===== src/hw/rtl/bus_bandwidth_vote_governor_unit_assert.svh =====
`ifndef BUS_BANDWIDTH_VOTE_GOVERNOR_UNIT_ASSERT_SVH
`define BUS_BANDWIDTH_VOTE_GOVERNOR_UNIT_ASSERT_SVH

// check a consequent in the same cycle as its antecedent
`define BBVG_ASSERT_NOW(lbl, ante, cons, msg) \
    lbl: assert property (@(posedge clk) disable iff (!rst_n) (ante) |-> (cons)) \
        else $error(msg);

// check a consequent in the cycle after its antecedent
`define BBVG_ASSERT_NEXT(lbl, ante, cons, msg) \
    lbl: assert property (@(posedge clk) disable iff (!rst_n) (ante) |=> (cons)) \
        else $error(msg);

`endif


===== src/hw/rtl/bbvg_pkg.sv =====
package bbvg_pkg;

    localparam int BUS_LEVELS  = 8;
    localparam int FREQ_LEVELS = 16;

    localparam logic [31:0] FLOOR_TIME   = 32'd50000;
    localparam logic [6:0]  WAIT_LIMIT   = 7'd10;
    localparam logic [6:0]  BUSY_LIMIT   = 7'd75;
    localparam logic [16:0] AB_MAX_RESET = 17'd300;
    localparam logic [19:0] MEGA         = 20'd1000000;
    localparam logic [7:0]  STEP_MB      = 8'd160;
    localparam logic [6:0]  HUNDRED      = 7'd100;

    // ceil(2^22 / 5): exact floor division by 5 for operands below 2^22
    localparam logic [19:0] RECIP_5       = 20'd838861;
    localparam int          RECIP_5_SHIFT = 22;

    typedef enum logic {
        CMD_SAMPLE  = 1'b0,
        CMD_SUSPEND = 1'b1
    } cmd_t;

    typedef enum logic [2:0] {
        REG_UP_PCT    = 3'd0,
        REG_DOWN_PCT  = 3'd1,
        REG_LEVEL_MAP = 3'd2,
        REG_LEVEL_CNT = 3'd3,
        REG_BUS_WIDTH = 3'd4,
        REG_INIT_WM   = 3'd5
    } reg_idx_t;

    typedef enum logic [1:0] {
        HINT_NONE = 2'd0,
        HINT_FAST = 2'd1,
        HINT_SLOW = 2'd2
    } hint_t;

    typedef enum logic {
        JOB_SKIP   = 1'b0,
        JOB_DECIDE = 1'b1
    } job_kind_t;

    typedef struct packed {
        job_kind_t   kind;
        logic [31:0] total;
        logic [31:0] busy;
        logic [31:0] ram;
        logic [31:0] wait_cyc;
        logic [3:0]  flev;
        logic [3:0]  offset;
    } job_t;

    typedef struct packed {
        logic        start;
        logic [39:0] num;
        logic [31:0] den;
    } div_req_t;

    typedef struct packed {
        logic        busy;
        logic        done;
        logic [39:0] quo;
    } div_rsp_t;

    typedef enum logic [3:0] {
        B_IDLE,
        B_RATE,
        B_CHECK,
        B_CYC,
        B_WAIT,
        B_BUSY,
        B_UP,
        B_DOWN,
        B_HINT,
        B_VOTE,
        B_MUL1,
        B_MUL2,
        B_MB,
        B_PCT,
        B_OUT
    } back_state_t;

endpackage


===== src/hw/rtl/bbvg_front.sv =====
module bbvg_front
    import bbvg_pkg::*;
(
    input  logic         clk,
    input  logic         rst_n,
    input  logic         in_valid,
    output logic         in_ready,
    input  logic         command,
    input  logic [135:0] fields,
    input  logic         q_full,
    output logic         q_push,
    output job_t         q_job
);

    logic [31:0] acc_total_reg, acc_busy_reg, acc_ram_reg, acc_wait_reg;
    logic [31:0] acc_total_next, acc_busy_next, acc_ram_next, acc_wait_next;
    logic [31:0] sum_total, sum_busy, sum_ram, sum_wait;
    logic [3:0]  flev_in;
    logic [3:0]  flev_clamped;
    logic        accept;

    function automatic logic [31:0] sat_add(input logic [31:0] a, input logic [31:0] b);
        logic [32:0] s;
        s = {1'b0, a} + {1'b0, b};
        return s[32] ? 32'hFFFF_FFFF : s[31:0];
    endfunction

    assign in_ready = !q_full;
    assign accept   = in_valid && in_ready;

    assign sum_total = sat_add(acc_total_reg, fields[31:0]);
    assign sum_busy  = sat_add(acc_busy_reg, fields[63:32]);
    assign sum_ram   = sat_add(acc_ram_reg, fields[95:64]);
    assign sum_wait  = sat_add(acc_wait_reg, fields[127:96]);
    assign flev_in   = fields[131:128];
    assign flev_clamped = ({1'b0, flev_in} >= 5'(FREQ_LEVELS)) ? 4'(FREQ_LEVELS - 1) : flev_in;

    always_comb
    begin
        acc_total_next = acc_total_reg;
        acc_busy_next  = acc_busy_reg;
        acc_ram_next   = acc_ram_reg;
        acc_wait_next  = acc_wait_reg;
        q_push         = 1'b0;
        q_job.kind     = JOB_SKIP;
        q_job.total    = sum_total;
        q_job.busy     = sum_busy;
        q_job.ram      = sum_ram;
        q_job.wait_cyc = sum_wait;
        q_job.flev     = flev_clamped;
        q_job.offset   = fields[135:132];
        if (accept)
        begin
            q_push = 1'b1;
            if (cmd_t'(command) == CMD_SUSPEND)
            begin
                acc_total_next = '0;
                acc_busy_next  = '0;
                acc_ram_next   = '0;
            end
            else if (sum_total < FLOOR_TIME)
            begin
                acc_total_next = sum_total;
                acc_busy_next  = sum_busy;
                acc_ram_next   = sum_ram;
                acc_wait_next  = sum_wait;
            end
            else
            begin
                // hand the full window to the back end and restart
                q_job.kind     = JOB_DECIDE;
                acc_total_next = '0;
                acc_busy_next  = '0;
                acc_ram_next   = '0;
                acc_wait_next  = '0;
            end
        end
    end

    always_ff @(posedge clk or negedge rst_n)
    begin
        if (!rst_n)
        begin
            acc_total_reg <= '0;
            acc_busy_reg  <= '0;
            acc_ram_reg   <= '0;
            acc_wait_reg  <= '0;
        end
        else
        begin
            acc_total_reg <= acc_total_next;
            acc_busy_reg  <= acc_busy_next;
            acc_ram_reg   <= acc_ram_next;
            acc_wait_reg  <= acc_wait_next;
        end
    end

endmodule


===== src/hw/rtl/bbvg_queue.sv =====
module bbvg_queue
    import bbvg_pkg::*;
(
    input  logic clk,
    input  logic rst_n,
    input  logic push,
    input  job_t push_job,
    input  logic pop,
    output logic full,
    output logic nonempty,
    output job_t head
);

    job_t       entry_reg [2];
    logic       wr_ptr_reg, wr_ptr_next;
    logic       rd_ptr_reg, rd_ptr_next;
    logic [1:0] cnt_reg, cnt_next;

    assign full     = (cnt_reg == 2'd2);
    assign nonempty = (cnt_reg != 2'd0);
    assign head     = entry_reg[rd_ptr_reg];

    always_comb
    begin
        wr_ptr_next = push ? ~wr_ptr_reg : wr_ptr_reg;
        rd_ptr_next = pop ? ~rd_ptr_reg : rd_ptr_reg;
        cnt_next    = cnt_reg + 2'(push) - 2'(pop);
    end

    always_ff @(posedge clk or negedge rst_n)
    begin
        if (!rst_n)
        begin
            wr_ptr_reg <= 1'b0;
            rd_ptr_reg <= 1'b0;
            cnt_reg    <= '0;
        end
        else
        begin
            wr_ptr_reg <= wr_ptr_next;
            rd_ptr_reg <= rd_ptr_next;
            cnt_reg    <= cnt_next;
        end
    end

    always_ff @(posedge clk)
    begin
        if (push)
        begin
            entry_reg[wr_ptr_reg] <= push_job;
        end
    end

endmodule


===== src/hw/rtl/bbvg_div.sv =====
module bbvg_div
    import bbvg_pkg::*;
(
    input  logic     clk,
    input  logic     rst_n,
    input  div_req_t req,
    output div_rsp_t rsp
);

    logic [39:0] num_reg, num_next;
    logic [31:0] den_reg, den_next;
    logic [31:0] rem_reg, rem_next;
    logic [39:0] quo_reg, quo_next;
    logic [5:0]  cnt_reg, cnt_next;
    logic        busy_reg, busy_next;
    logic        done_reg, done_next;
    logic [32:0] trial;
    logic        fits;

    assign trial = {rem_reg, num_reg[39]};
    assign fits  = (trial >= {1'b0, den_reg});

    always_comb
    begin
        num_next  = num_reg;
        den_next  = den_reg;
        rem_next  = rem_reg;
        quo_next  = quo_reg;
        cnt_next  = cnt_reg;
        busy_next = busy_reg;
        done_next = 1'b0;
        if (busy_reg)
        begin
            // one restoring step per cycle
            rem_next = fits ? 32'(trial - {1'b0, den_reg}) : trial[31:0];
            quo_next = {quo_reg[38:0], fits};
            num_next = {num_reg[38:0], 1'b0};
            cnt_next = cnt_reg + 6'd1;
            if (cnt_reg == 6'd39)
            begin
                busy_next = 1'b0;
                done_next = 1'b1;
            end
        end
        else if (req.start)
        begin
            num_next  = req.num;
            den_next  = req.den;
            rem_next  = '0;
            quo_next  = '0;
            cnt_next  = '0;
            busy_next = 1'b1;
        end
    end

    always_ff @(posedge clk or negedge rst_n)
    begin
        if (!rst_n)
        begin
            busy_reg <= 1'b0;
            done_reg <= 1'b0;
            cnt_reg  <= '0;
        end
        else
        begin
            busy_reg <= busy_next;
            done_reg <= done_next;
            cnt_reg  <= cnt_next;
        end
    end

    always_ff @(posedge clk)
    begin
        num_reg <= num_next;
        den_reg <= den_next;
        rem_reg <= rem_next;
        quo_reg <= quo_next;
    end

    assign rsp.busy = busy_reg;
    assign rsp.done = done_reg;
    assign rsp.quo  = quo_reg;

endmodule


===== src/hw/rtl/bbvg_back.sv =====
`include "bus_bandwidth_vote_governor_unit_assert.svh"

module bbvg_back
    import bbvg_pkg::*;
(
    input  logic        clk,
    input  logic        rst_n,
    input  logic        cfg_we,
    input  logic [2:0]  cfg_index,
    input  logic [63:0] cfg_data,
    input  logic        q_nonempty,
    input  job_t        q_head,
    output logic        q_pop,
    output div_req_t    div_req,
    input  div_rsp_t    div_rsp,
    output logic        out_valid,
    input  logic        out_ready,
    output logic [2:0]  out_flags,
    output logic [39:0] out_data
);

    back_state_t state_reg, state_next;

    logic [63:0] up_pct_reg, down_pct_reg, map_reg;
    logic [3:0]  count_reg;
    logic [7:0]  bw_reg;
    logic [16:0] wm_reg, wm_next;
    logic [16:0] abmax_reg, abmax_next;

    logic [16:0] rate_reg;
    logic [17:0] cyc_reg;
    logic        wait_hi_reg, busy_hi_reg;
    // cutoff percent times watermark, still to be divided by 100
    logic [24:0] up_cut_reg, down_cut_reg;
    logic [1:0]  hint_reg;
    logic [24:0] prod_reg;
    logic [24:0] mb_reg;
    logic [17:0] abq_reg;
    logic [6:0]  pct_reg;
    logic        pend_reg;

    logic        out_valid_reg;
    logic [2:0]  out_flags_reg;
    logic [39:0] out_data_reg;

    logic        div_state;
    logic        out_load;
    logic [32:0] ram_plus_wait;
    logic [44:0] mb_full;
    logic [20:0] cyc_scaled;
    logic [27:0] cyc_x100;
    logic [25:0] mb_up;
    logic [40:0] mb_div;
    logic [3:0]  map_nib;
    logic signed [5:0] lvl_raw;
    logic [3:0]  lvl_cnt;
    logic [2:0]  lvl;
    logic [7:0]  up_pct, down_pct;
    logic [1:0]  hint_calc;
    logic [24:0] ab_mb;
    logic        ab_valid;
    logic        pct_valid;
    logic [43:0] ab_full;

    assign ram_plus_wait = {1'b0, q_head.ram} + {1'b0, q_head.wait_cyc};
    assign mb_full       = 45'(prod_reg) * 45'(MEGA);
    assign cyc_scaled    = 21'(({3'b0, cyc_reg} * 21'd5) >> 2);
    assign cyc_x100      = 28'(cyc_scaled) * 28'(HUNDRED);
    // round up to the step: divide by 32 with a shift, then by 5 with a reciprocal
    assign mb_up         = 26'(mb_reg) + 26'(STEP_MB - 8'd1);
    assign mb_div        = 41'(mb_up[25:5]) * 41'(RECIP_5);

    // bus level from the map, shifted by the signed offset and clamped
    always_comb
    begin
        map_nib = map_reg[q_head.flev * 4 +: 4];
        lvl_raw = $signed({2'b00, map_nib}) + 6'(signed'(q_head.offset));
        if (count_reg == 4'd0)
        begin
            lvl_cnt = 4'd1;
        end
        else if (count_reg > 4'(BUS_LEVELS))
        begin
            lvl_cnt = 4'(BUS_LEVELS);
        end
        else
        begin
            lvl_cnt = count_reg;
        end
        if (lvl_raw < 0)
        begin
            lvl = '0;
        end
        else if (lvl_raw >= $signed({2'b00, lvl_cnt}))
        begin
            lvl = 3'(lvl_cnt - 4'd1);
        end
        else
        begin
            lvl = lvl_raw[2:0];
        end
        up_pct   = up_pct_reg[lvl * 8 +: 8];
        down_pct = down_pct_reg[lvl * 8 +: 8];
    end

    // cycles > floor(P/100) is P < 100*cycles; cycles < floor(P/100) is 100*(cycles+1) <= P
    always_comb
    begin
        if (((28'(up_cut_reg) < cyc_x100) || wait_hi_reg) && busy_hi_reg)
        begin
            hint_calc = HINT_FAST;
        end
        else if (((cyc_x100 + 28'(HUNDRED)) <= 28'(down_cut_reg)) && (q_head.flev != 4'd0))
        begin
            hint_calc = HINT_SLOW;
        end
        else
        begin
            hint_calc = HINT_NONE;
        end
    end

    // next state
    always_comb
    begin
        state_next = state_reg;
        case (state_reg)
            B_IDLE:
            begin
                if (q_nonempty)
                begin
                    state_next = (q_head.kind == JOB_DECIDE) ? B_RATE : B_OUT;
                end
            end
            B_RATE:  state_next = div_rsp.done ? B_CHECK : B_RATE;
            B_CHECK: state_next = (rate_reg > wm_reg) ? B_VOTE : B_CYC;
            B_CYC:   state_next = div_rsp.done ? B_WAIT : B_CYC;
            B_WAIT:
            begin
                if (q_head.ram == '0 || div_rsp.done)
                begin
                    state_next = B_BUSY;
                end
            end
            B_BUSY:  state_next = div_rsp.done ? B_UP : B_BUSY;
            B_UP:    state_next = B_DOWN;
            B_DOWN:  state_next = B_HINT;
            B_HINT:  state_next = B_VOTE;
            B_VOTE:
            begin
                if (bw_reg != '0)
                begin
                    state_next = B_MUL1;
                end
                else if (hint_reg != HINT_NONE)
                begin
                    state_next = B_PCT;
                end
                else
                begin
                    state_next = B_OUT;
                end
            end
            B_MUL1:  state_next = B_MUL2;
            B_MUL2:  state_next = B_MB;
            B_MB:    state_next = B_OUT;
            B_PCT:   state_next = div_rsp.done ? B_OUT : B_PCT;
            B_OUT:   state_next = out_load ? B_IDLE : B_OUT;
            default: state_next = B_IDLE;
        endcase
    end

    // outputs of the sequencer
    always_comb
    begin
        div_state   = 1'b0;
        div_req.num = '0;
        div_req.den = q_head.total;
        out_load    = 1'b0;
        case (state_reg)
            B_RATE:
            begin
                div_state   = 1'b1;
                div_req.num = 40'(q_head.ram);
            end
            B_CYC:
            begin
                div_state   = 1'b1;
                div_req.num = 40'(ram_plus_wait);
            end
            B_WAIT:
            begin
                div_state   = (q_head.ram != '0);
                div_req.num = 40'(q_head.wait_cyc) * 40'(HUNDRED);
                div_req.den = q_head.ram;
            end
            B_BUSY:
            begin
                div_state   = 1'b1;
                div_req.num = 40'(q_head.busy) * 40'(HUNDRED);
            end
            B_PCT:
            begin
                div_state   = 1'b1;
                div_req.num = 40'(rate_reg) * 40'(HUNDRED);
                div_req.den = 32'(abmax_reg);
            end
            B_OUT:
            begin
                out_load = !out_valid_reg || out_ready;
            end
            default:
            begin
                div_state = 1'b0;
            end
        endcase
    end

    assign div_req.start = div_state && !pend_reg && !div_rsp.done;
    assign q_pop         = out_load;

    // result fields
    assign ab_full   = 44'(abq_reg) * 44'(STEP_MB);
    assign ab_valid  = (q_head.kind == JOB_DECIDE) && (bw_reg != '0);
    assign pct_valid = (q_head.kind == JOB_DECIDE) && (bw_reg == '0) && (hint_reg != HINT_NONE);
    assign ab_mb     = ab_valid ? ab_full[24:0] : '0;

    always_comb
    begin
        wm_next    = wm_reg;
        abmax_next = abmax_reg;
        if (cfg_we && reg_idx_t'(cfg_index) == REG_INIT_WM)
        begin
            wm_next = cfg_data[16:0];
        end
        else if (state_reg == B_CHECK && rate_reg > wm_reg)
        begin
            wm_next = rate_reg;
        end
        if (state_reg == B_VOTE && bw_reg == '0 && hint_reg != HINT_NONE &&
            rate_reg > abmax_reg)
        begin
            abmax_next = rate_reg;
        end
    end

    always_ff @(posedge clk or negedge rst_n)
    begin
        if (!rst_n)
        begin
            state_reg     <= B_IDLE;
            up_pct_reg    <= '0;
            down_pct_reg  <= '0;
            map_reg       <= '0;
            count_reg     <= 4'd8;
            bw_reg        <= '0;
            wm_reg        <= '0;
            abmax_reg     <= AB_MAX_RESET;
            pend_reg      <= 1'b0;
            out_valid_reg <= 1'b0;
        end
        else
        begin
            state_reg <= state_next;
            wm_reg    <= wm_next;
            abmax_reg <= abmax_next;
            if (cfg_we)
            begin
                case (reg_idx_t'(cfg_index))
                    REG_UP_PCT:    up_pct_reg   <= cfg_data;
                    REG_DOWN_PCT:  down_pct_reg <= cfg_data;
                    REG_LEVEL_MAP: map_reg      <= cfg_data;
                    REG_LEVEL_CNT: count_reg    <= cfg_data[3:0];
                    REG_BUS_WIDTH: bw_reg       <= cfg_data[7:0];
                    default:       count_reg    <= count_reg;
                endcase
            end
            if (div_req.start)
            begin
                pend_reg <= 1'b1;
            end
            else if (div_rsp.done)
            begin
                pend_reg <= 1'b0;
            end
            if (out_load)
            begin
                out_valid_reg <= 1'b1;
            end
            else if (out_ready)
            begin
                out_valid_reg <= 1'b0;
            end
        end
    end

    always_ff @(posedge clk)
    begin
        case (state_reg)
            B_RATE:
            begin
                if (div_rsp.done)
                begin
                    rate_reg <= div_rsp.quo[16:0];
                end
                wait_hi_reg <= 1'b0;
            end
            B_CHECK:
            begin
                hint_reg <= HINT_FAST;
            end
            B_CYC:
            begin
                if (div_rsp.done)
                begin
                    cyc_reg <= div_rsp.quo[17:0];
                end
            end
            B_WAIT:
            begin
                if (div_rsp.done)
                begin
                    wait_hi_reg <= (div_rsp.quo > 40'(WAIT_LIMIT));
                end
            end
            B_BUSY:
            begin
                if (div_rsp.done)
                begin
                    busy_hi_reg <= (div_rsp.quo > 40'(BUSY_LIMIT));
                end
            end
            B_UP:
            begin
                up_cut_reg <= 25'(up_pct) * 25'(wm_reg);
            end
            B_DOWN:
            begin
                down_cut_reg <= 25'(down_pct) * 25'(wm_reg);
            end
            B_HINT:
            begin
                hint_reg <= hint_calc;
            end
            B_MUL1:
            begin
                prod_reg <= 25'(rate_reg) * 25'(bw_reg);
            end
            B_MUL2:
            begin
                mb_reg <= mb_full[44:20];
            end
            B_MB:
            begin
                abq_reg <= mb_div[RECIP_5_SHIFT +: 18];
            end
            B_PCT:
            begin
                if (div_rsp.done)
                begin
                    pct_reg <= div_rsp.quo[6:0];
                end
            end
            default:
            begin
                hint_reg <= hint_reg;
            end
        endcase
        if (out_load)
        begin
            if (q_head.kind == JOB_DECIDE)
            begin
                out_flags_reg <= {pct_valid, ab_valid, 1'b1};
                out_data_reg  <= {6'b0, (pct_valid ? pct_reg : 7'd0), ab_mb, hint_reg};
            end
            else
            begin
                out_flags_reg <= '0;
                out_data_reg  <= '0;
            end
        end
    end

    assign out_valid = out_valid_reg;
    assign out_flags = out_flags_reg;
    assign out_data  = out_data_reg;

    `BBVG_ASSERT_NOW(a_div_start_idle, div_req.start, !div_rsp.busy,
        "divider started while busy")
    `BBVG_ASSERT_NOW(a_pop_nonempty, q_pop, q_nonempty && state_reg == B_OUT,
        "queue popped outside result load")
    `BBVG_ASSERT_NOW(a_pct_den, state_reg == B_PCT, abmax_reg >= rate_reg && abmax_reg != '0,
        "percent divisor below rate")
    `BBVG_ASSERT_NEXT(a_done_leaves, div_rsp.done && div_state, state_reg != $past(state_reg),
        "sequencer held after divider result")

endmodule


===== src/hw/rtl/bus_bandwidth_vote_governor_unit.sv =====
// Channel  | Direction | Handshake          | Payload
// s_axis   | in        | s_tvalid/s_tready  | tuser: command; tdata: window counters, level
// m_axis   | out       | m_tvalid/m_tready  | tuser: decided, ab_valid, percent_valid
// cfg      | in        | cfg_we             | cfg_index, cfg_data (no read-back)
//
// Front accepts one transaction per cycle, while the queue is not full, into a
// two-entry job queue. A window below the time floor or a suspend passes the
// back end without a division. A decision runs 1 to 5 divisions on one shared
// radix-2 divider; constant divisors use shifts, compares and a reciprocal
// product instead. Reset is asynchronous; no clearing pass. A stalled m_axis
// holds the result register while the front keeps filling the queue.
module bus_bandwidth_vote_governor_unit
    import bbvg_pkg::*;
(
    input  logic         clk,
    input  logic         rst_n,
    input  logic         s_tvalid,
    output logic         s_tready,
    input  logic [135:0] s_tdata,  // window_total, window_busy, window_ram, window_wait,
                                   // freq_level, level_offset
    input  logic         s_tuser,  // command
    output logic         m_tvalid,
    input  logic         m_tready,
    output logic [39:0]  m_tdata,  // hint, ab_megabytes, percent_vote, zero fill
    output logic [2:0]   m_tuser,  // decided, ab_valid, percent_valid
    input  logic         cfg_we,
    input  logic [2:0]   cfg_index,
    input  logic [63:0]  cfg_data
);

    logic     q_full, q_push, q_pop, q_nonempty;
    job_t     q_job, q_head;
    div_req_t div_req;
    div_rsp_t div_rsp;

    bbvg_front u_front (
        .clk      (clk),
        .rst_n    (rst_n),
        .in_valid (s_tvalid),
        .in_ready (s_tready),
        .command  (s_tuser),
        .fields   (s_tdata),
        .q_full   (q_full),
        .q_push   (q_push),
        .q_job    (q_job)
    );

    bbvg_queue u_queue (
        .clk      (clk),
        .rst_n    (rst_n),
        .push     (q_push),
        .push_job (q_job),
        .pop      (q_pop),
        .full     (q_full),
        .nonempty (q_nonempty),
        .head     (q_head)
    );

    bbvg_div u_div (
        .clk   (clk),
        .rst_n (rst_n),
        .req   (div_req),
        .rsp   (div_rsp)
    );

    bbvg_back u_back (
        .clk        (clk),
        .rst_n      (rst_n),
        .cfg_we     (cfg_we),
        .cfg_index  (cfg_index),
        .cfg_data   (cfg_data),
        .q_nonempty (q_nonempty),
        .q_head     (q_head),
        .q_pop      (q_pop),
        .div_req    (div_req),
        .div_rsp    (div_rsp),
        .out_valid  (m_tvalid),
        .out_ready  (m_tready),
        .out_flags  (m_tuser),
        .out_data   (m_tdata)
    );

endmodule


===== config.mk =====
export PLATFORM = sky130hd
export DESIGN_NAME = bus_bandwidth_vote_governor_unit
export DESIGN_NICKNAME = d
export VERILOG_FILES = /design/src/hw/rtl/bbvg_pkg.sv /design/src/hw/rtl/bbvg_front.sv /design/src/hw/rtl/bbvg_queue.sv /design/src/hw/rtl/bbvg_div.sv /design/src/hw/rtl/bbvg_back.sv /design/src/hw/rtl/bus_bandwidth_vote_governor_unit.sv
export VERILOG_INCLUDE_DIRS = /design/src /design/src/hw/rtl
export SDC_FILE = /design/constraint.sdc
export NUM_CORES = 2
export LEC_CHECK = 0
export BUFFER_PORTS_ARGS = -buffer_cell sky130_fd_sc_hd__clkbuf_2
export CORE_AREA = 5 5 491 493
export DETAILED_ROUTE_END_ITERATION = 8
export DIE_AREA = 0 0 496 498
export PLACE_DENSITY = 0.5
export SYNTH_ARGS = -nofsm -noshare
export SYNTH_HDL_FRONTEND = slang
export SYNTH_SLANG_ARGS = --single-unit

===== constraint.sdc =====
create_clock -name clk -period 26.8 [get_ports clk]
set_input_delay 2.68 -clock clk [delete_from_list [all_inputs] [get_ports clk]]
set_output_delay 2.68 -clock clk [all_outputs]
set_load 0.005 [all_outputs]

After elaboration in Yosys (flattened, before gate mapping)

Memory sizes are Yosys's and may differ from the RTL's.
Index checks and enable logic that the tools add are counted.

Add/subtract/negate cells: 13
Multiply operators: 11
Order comparisons: 11
Equality and inequality tests: 24
Shift operators: 3
Muxes and demuxes: 63
Bitwise operators: 4
Reduce and logical (&&, ||, !) cells: 52

Operators by type and width:

| operator                                                               | number |
|---|---|
| 32-bit two-way mux                                                     | 14 |
| 39-bit case mux with 5 select lines                                    | 1 |
| 32-bit by 32-bit adder with 33-bit output                              | 5 |
| 40-bit two-way mux                                                     | 4 |
| 64-bit by 7-bit variable part select with 8-bit output                 | 2 |
| 32-bit by 5-bit multiplier with 37-bit output, second input constant   | 2 |
| 32-bit case mux with 2 select lines                                    | 1 |
| 64-bit by 7-bit variable part select with 4-bit output                 | 1 |
| 4-bit case mux with 15 select lines                                    | 1 |
| 8-bit by 17-bit multiplier with 25-bit output                          | 2 |
| 40-bit by 4-bit > comparator with 1-bit output, second input constant  | 1 |
| 40-bit by 7-bit > comparator with 1-bit output, second input constant  | 1 |
| 21-bit by 20-bit multiplier with 40-bit output, second input constant  | 1 |
| 25-bit by 14-bit multiplier with 39-bit output, second input constant  | 1 |
| 17-bit > comparator                                                    | 2 |
| 17-bit two-way mux                                                     | 2 |
| 33-bit by 32-bit >= comparator with 1-bit output                       | 1 |
| 32-bit zero test                                                       | 1 |
| 32-bit by 16-bit < comparator with 1-bit output, second input constant | 1 |
| 4-bit two-way mux                                                      | 8 |
| 32-bit nonzero test                                                    | 1 |
| 32-bit subtractor                                                      | 1 |
| 2-bit AND reduction                                                    | 15 |
| 28-bit by 7-bit adder with 28-bit output, second input constant        | 1 |
| other kinds (44)                                                       | 111 |

Register bits: 735
Bits in writable memories: 274
Input bits: 209
Output and inout bits: 45
Memories: 1

Memories:

| name              | words | bits a word | read ports | clocked after Yosys merged registers in | wr ports | RTL line         | source |
|---|---|---|---|---|---|---|---|
| u_queue.entry_reg | 2     | 137         | 1          | 0                                       | 1        | bbvg_queue.sv:14 | `job_t entry_reg [2];` |

Depth between registers and ports, before layout

Depth in word-level cells: 8
Gate-level depth with buffers: 45
Depth with buffers taken out: 40

Modules after synthesis

Synthesis repeated with hierarchy kept, for this count alone.

Cell total of the unflattened synthesis: 8,502
Area total of the unflattened synthesis: 89,573.4 um^2

Modules (own cells, without submodules):

| module     | times used | cells an instance | area each (um^2) | seq. area each (um^2) |
|---|---|---|---|---|
| bbvg_back  | 1          | 5,968             | 59,469.5         | 11,937.7 |
| bbvg_front | 1          | 1,443             | 12,154.2         | 3,203.1 |
| bbvg_queue | 1          | 441               | 10,132.2         | 8,328.0 |
| bbvg_div   | 1          | 650               | 7,817.5          | 4,514.3 |

Worst setup path after synthesis

OpenSTA, ideal clock, no wires.

Path type: flip-flop to flip-flop
From: register u_queue.rd_ptr_reg
To: register u_back.up_cut_reg[24] (data pin)
Setup time: 0.266 ns
Data arrival time: 11.050 ns
Required time: 26.534 ns
Setup slack: 15.484 ns
Cell stages (with the launch flop): 42
Clock period less this slack: 11.316 ns
Path through: dfrtp_1 clkbuf_1 clkbuf_1 mux2i_1 clkbuf_1 mux4_2 a211oi_1 a21oi_1 ha_1 inv_1 fa_1 inv_1 ha_1 a21o_1 a21o_1 a21oi_1 o21ai_1 o211ai_1 [6 not listed] and2_1 fa_1 fa_1 fa_1 inv_1 fa_1 inv_1 ha_1 a21o_1 a31oi_1 o2111ai_1 o211a_1 a41o_1 o211a_1 o21a_1 o21a_1 o41ai_1 xnor2_1

Longest elaborated chain between the ends: 8

Ends and longest elaborated chain:

| what                                                       | RTL line         | source |
|---|---|---|
| from (decl)                                                | bbvg_queue.sv:16 | `logic rd_ptr_reg, rd_ptr_next;` |
| from (signal assigned)                                     | bbvg_queue.sv:41 | `rd_ptr_reg <= rd_ptr_next;` |
| memory 2 x 137 bit (*)                                     | n/a              |  |
| 64-bit by 7-bit variable part select with 4-bit output     | bbvg_back.sv:76  | `map_nib = map_reg[q_head.flev * 4 +: 4];` |
| 5-bit by 4-bit adder with 6-bit output (*)                 | bbvg_back.sv:77  | `lvl_raw = $signed({2'b00, map_nib}) + 6'(signed'(q_head.offset));` |
| 6-bit by 5-bit >= comparator with 1-bit output             | bbvg_back.sv:94  | `else if (lvl_raw >= $signed({2'b00, lvl_cnt}))` |
| 3-bit two-way mux                                          | bbvg_back.sv:94  |  |
| 3-bit two-way mux (*)                                      | bbvg_back.sv:90  | `if (lvl_raw < 0)` |
| 64-bit by 7-bit variable part select with 8-bit output (*) | bbvg_back.sv:102 | `up_pct = up_pct_reg[lvl * 8 +: 8];` |
| 8-bit by 17-bit multiplier with 25-bit output (*)          | bbvg_back.sv:335 | `up_cut_reg <= 25'(up_pct) * 25'(wm_reg);` |
| to (signal assigned)                                       | bbvg_back.sv:335 |  |
| to (decl)                                                  | bbvg_back.sv:34  | `logic [24:0] up_cut_reg, down_cut_reg;` |

Mark *: on every way between the ends. The rest lies on a longest branch, timed or not.
A chain may end at the register's enable or synchronous reset.

Worst setup path in the final report

From: register u_queue.rd_ptr_reg
To: register u_back.down_cut_reg[23] (data pin)

Longest elaborated chain between the ends: 8

Ends and longest elaborated chain:

| what                                                       | RTL line         | source |
|---|---|---|
| memory 2 x 137 bit (*)                                     | n/a              |  |
| 64-bit by 7-bit variable part select with 4-bit output     | bbvg_back.sv:76  |  |
| 5-bit by 4-bit adder with 6-bit output (*)                 | bbvg_back.sv:77  |  |
| 6-bit by 5-bit >= comparator with 1-bit output             | bbvg_back.sv:94  |  |
| 3-bit two-way mux                                          | bbvg_back.sv:94  |  |
| 3-bit two-way mux (*)                                      | bbvg_back.sv:90  |  |
| 64-bit by 7-bit variable part select with 8-bit output (*) | bbvg_back.sv:103 | `down_pct = down_pct_reg[lvl * 8 +: 8];` |
| 8-bit by 17-bit multiplier with 25-bit output (*)          | bbvg_back.sv:339 | `down_cut_reg <= 25'(down_pct) * 25'(wm_reg);` |
| to (signal assigned)                                       | bbvg_back.sv:339 |  |
| to (decl)                                                  | bbvg_back.sv:34  |  |

Marks and branches as above.

==> run metrics <==
proportion of synthesized chip area in sequential cells=31.4%; clock tree from TritonCTS=yes; setup repair after global routing missed its margin=false; detailed-placement wirelength estimate=roughly 190,000 um; arrival time of data at the critical path endpoint=roughly 12 ns; largest driver fanout on the critical path=58; number of DRC markers in iteration 0=~3,400; flop2flop setup slack=15.48 ns; worst reg2reg path depth=38; number of flip-flops under the largest register name=274; number of enable flip-flop cells after synthesis=611; via density per instance=5.18; Post-layout nets=10,800; total core area=237,000 um2; status=finished clean; most frequent cells in the layout=sky130_fd_sc_hd__inv_1 (1,335), sky130_fd_sc_hd__ha_1 (1,127), sky130_fd_sc_hd__edfxtp_1 (611); mean instance size in the synthesized netlist=~10 um2; clock insertion delay at the later pin of the skew report=0.77 ns; type of element capturing the critical path=flop; beginning of the worst register-to-register path=u_queue.rd_ptr_reg; number of buffers added by the clock tree synthesis step=roughly 120; number of distinct library cells after synthesis=93; DRC=0; Data required, critical path=about 27 ns; hold-critical path depth=2; clock skew after layout=0.0571 ns; die height=498 um; number of post-CTS setup repair buffers=0; commonest non-fill, non-tap cell in the layout=sky130_fd_sc_hd__inv_1; Port-buffer cells=242; max frequency=88.3 MHz; Worst Path Class, Setup=reg2reg; initial core utilization=37.7%; die area=247,000 um2; Max-Slew Margin vs Limit=25.1%; root cell of the clock tree=sky130_fd_sc_hd__clkbuf_16; per-cell routed wire length=between 15 and 20 um; Clock H-tree levels=3; worst r2r dst=u_back.down_cut_reg[23]; most frequent cell on the critical path=sky130_fd_sc_hd__fa_1; GR Overflow Total=0; Min-Delay Endpoint=u_front.acc_wait_reg[11]; yosys warns=0; initial antenna violation count=10; final period demand of the worst path=11.32 ns; count of instances resized after the clock tree is built=0; total global-route track usage=about a fifth; Top FF cell, synth=sky130_fd_sc_hd__edfxtp_1; Layout fillers=23,100; Period Utilization, post-route=42.3%; pin slew with the least headroom to its limit=1.12 ns; layout cell share with drive strength beyond 1=around a tenth; Max Root-Sink Buffers=3; total area of sequential cells=28,000 um2; row cnt=179; Worst path max stage delay=0.84 ns; Final Max Slew Viols=0; GP Congestion=0.893; area of the mapped netlist=89,200 um2; number of flip-flops and latches in the synthesized netlist=996; Reg clk slew, reported paths=approximately 0.06 ns; number of instances in the synthesized netlist=a little under 9,000; DR pass1 iterations=5; hold bufs inserted after CTS=0; clock sink count=996; wire length of the first global-routing pass=between 300,000 and 400,000 um; final hold violation count=0; critical path startpoint category=flop; number of maximum-capacitance constraint violations=0; Die X-Extent=496 um; share of synthesized flip-flops with an asynchronous set or reset=38.6%; via count=62,800; via count of the first global-routing pass=65,600; remaining antenna violation count after routing=0; startpoint of the tightest hold check path=u_front.acc_wait_reg[11]; Tightest Hold Check Type=reg2reg; Routed WL=around 240,000 um; slowest library cell on the worst path=sky130_fd_sc_hd__dfrtp_4; IO Pins=254; Setup-failing EPs final=0; pin count of the biggest net entering global routing=84; area taken by multi-input logic gates=55,300 um2; area added between synthesis and finish=9.92%; aggregate negative setup slack=0 ns
==> metrics by stage <==
step                      hold WS, ns  setup slack, ns  instances  area (um2)  util, %
final                           0.475            15.48      12100       98100     41.5
after global routing            0.504            14.59      12100       98000     41.5
after CTS                       0.477            15.38      12100       98000     41.5
after detailed placement        0.465            15.46      11900       94000     39.7
after global placement          0.461            15.59      11900       94000     39.7
after floorplan                 0.443            15.48       8670       89200        -
==> area by class of cell <==
| class | instances | area share [%] |
|---|---|---|
| Tap cell | 3167 | 4.04 |
| Inverter | 1338 | 5.12 |
| Clock buffer | 151 | 3.27 |
| Multi-Input combinational cell | 6091 | 56.4 |
| Sequential cell | 996 | 28.5 |
| Clock inverter | 70 | 0.841 |
| Timing Repair Buffer | 308 | 1.75 |
| Antenna cell | 6 | 0.0153 |
==> worst max-delay path, delay by kind of cell (launching register included) <==
kind,cells,cell delay [ns]
fa+ha+maj,8,3.30
compound gates,15,2.87
mux,5,1.70
buf+inv,6,1.40
simple gates,4,0.95
flops,1,0.84
==> routing by layer <==
| layer | global-route usage (%) | share of wire [%] |
|---|---|---|
| met5 | 0 | 0.014 |
| met4 | 4.83 | 2.6 |
| met3 | 2.19 | 3.3 |
| met2 | 34.2 | 49 |
| met1 | 25.8 | 45 |
==> cell usage after synthesis (12+ instances only) <==
cell                           n  area share, %
sky130_fd_sc_hd__nor4_1       38           0.27
sky130_fd_sc_hd__or2_2        31           0.22
sky130_fd_sc_hd__nand4_1      50           0.35
sky130_fd_sc_hd__nor3b_1      13           0.11
sky130_fd_sc_hd__a21o_1      159            1.3
sky130_fd_sc_hd__a221oi_1     25           0.25
sky130_fd_sc_hd__or3_1        41           0.29
sky130_fd_sc_hd__mux2i_1     252            2.8
sky130_fd_sc_hd__o211ai_1     32           0.27
sky130_fd_sc_hd__nand2_1     481            2.0
sky130_fd_sc_hd__and3_1       53           0.37
sky130_fd_sc_hd__dfrtp_1     379             11
sky130_fd_sc_hd__o31ai_1      39           0.33
sky130_fd_sc_hd__xnor2_1     214            2.1
sky130_fd_sc_hd__o22ai_1      27           0.19
sky130_fd_sc_hd__mux4_2       16           0.40
sky130_fd_sc_hd__buf_1        21          0.088
sky130_fd_sc_hd__clkbuf_1    198           0.83
sky130_fd_sc_hd__o21bai_1     55           0.46
sky130_fd_sc_hd__nor2_1      318            1.3
sky130_fd_sc_hd__nand3b_1     14           0.12
sky130_fd_sc_hd__nand3_1      94           0.53
sky130_fd_sc_hd__or4_1        13           0.11
sky130_fd_sc_hd__a21boi_0     19           0.16
sky130_fd_sc_hd__and2_1      405            2.8
sky130_fd_sc_hd__a22o_1       87           0.85
sky130_fd_sc_hd__nor3_1      146           0.82
sky130_fd_sc_hd__xor2_1      152            1.5
sky130_fd_sc_hd__mux2_2      263            3.3
sky130_fd_sc_hd__nand2b_1    101           0.71
sky130_fd_sc_hd__a21oi_1     385            2.2
sky130_fd_sc_hd__o41ai_1      12           0.12
sky130_fd_sc_hd__o21a_1       71           0.60
sky130_fd_sc_hd__o31a_1       18           0.18
sky130_fd_sc_hd__o21ai_0     333            1.9
sky130_fd_sc_hd__edfxtp_1    611             21
sky130_fd_sc_hd__a2111oi_0    14           0.14
sky130_fd_sc_hd__a211oi_1     57           0.48
sky130_fd_sc_hd__nor2b_1      93           0.65
sky130_fd_sc_hd__a22oi_1      31           0.26
sky130_fd_sc_hd__fa_1        606             14
sky130_fd_sc_hd__inv_1      1336            5.6
sky130_fd_sc_hd__a211o_1      19           0.19
sky130_fd_sc_hd__ha_1       1127             16
sky130_fd_sc_hd__a31oi_1      46           0.32
==> worst max path at each step <==
stage                       start                       to  slack, ns  cells past startpoint
3_3_place_gp   u_queue.rd_ptr_reg  u_back.down_cut_reg[23]      15.59                     38
4_1_cts        u_queue.rd_ptr_reg  u_back.down_cut_reg[23]      15.38                     38
2_1_floorplan  u_queue.rd_ptr_reg    u_back.up_cut_reg[24]      15.48                     41
5_1_grt        u_queue.rd_ptr_reg  u_back.down_cut_reg[23]      14.59                     38
6_report       u_queue.rd_ptr_reg  u_back.down_cut_reg[23]      15.48                     38
3_5_place_dp   u_queue.rd_ptr_reg  u_back.down_cut_reg[23]      15.46                     38
==> logic make-up after synthesis <==
family	Yosys count	share of synthesized area, %
muxes	531	6.55
adders and majority gates	1733	29.4
other	1	0.00420
xor gates and xnor gates	366	3.59
and+or+nand+nor	1925	11.1
AOI/OAI and AO/OA	1525	11.1
DFF	996	31.4
buffers and inverters	1583	6.83
Power is not shown: default switching activity piles up to over one toggle a cycle in this logic, so the estimate is an artifact.
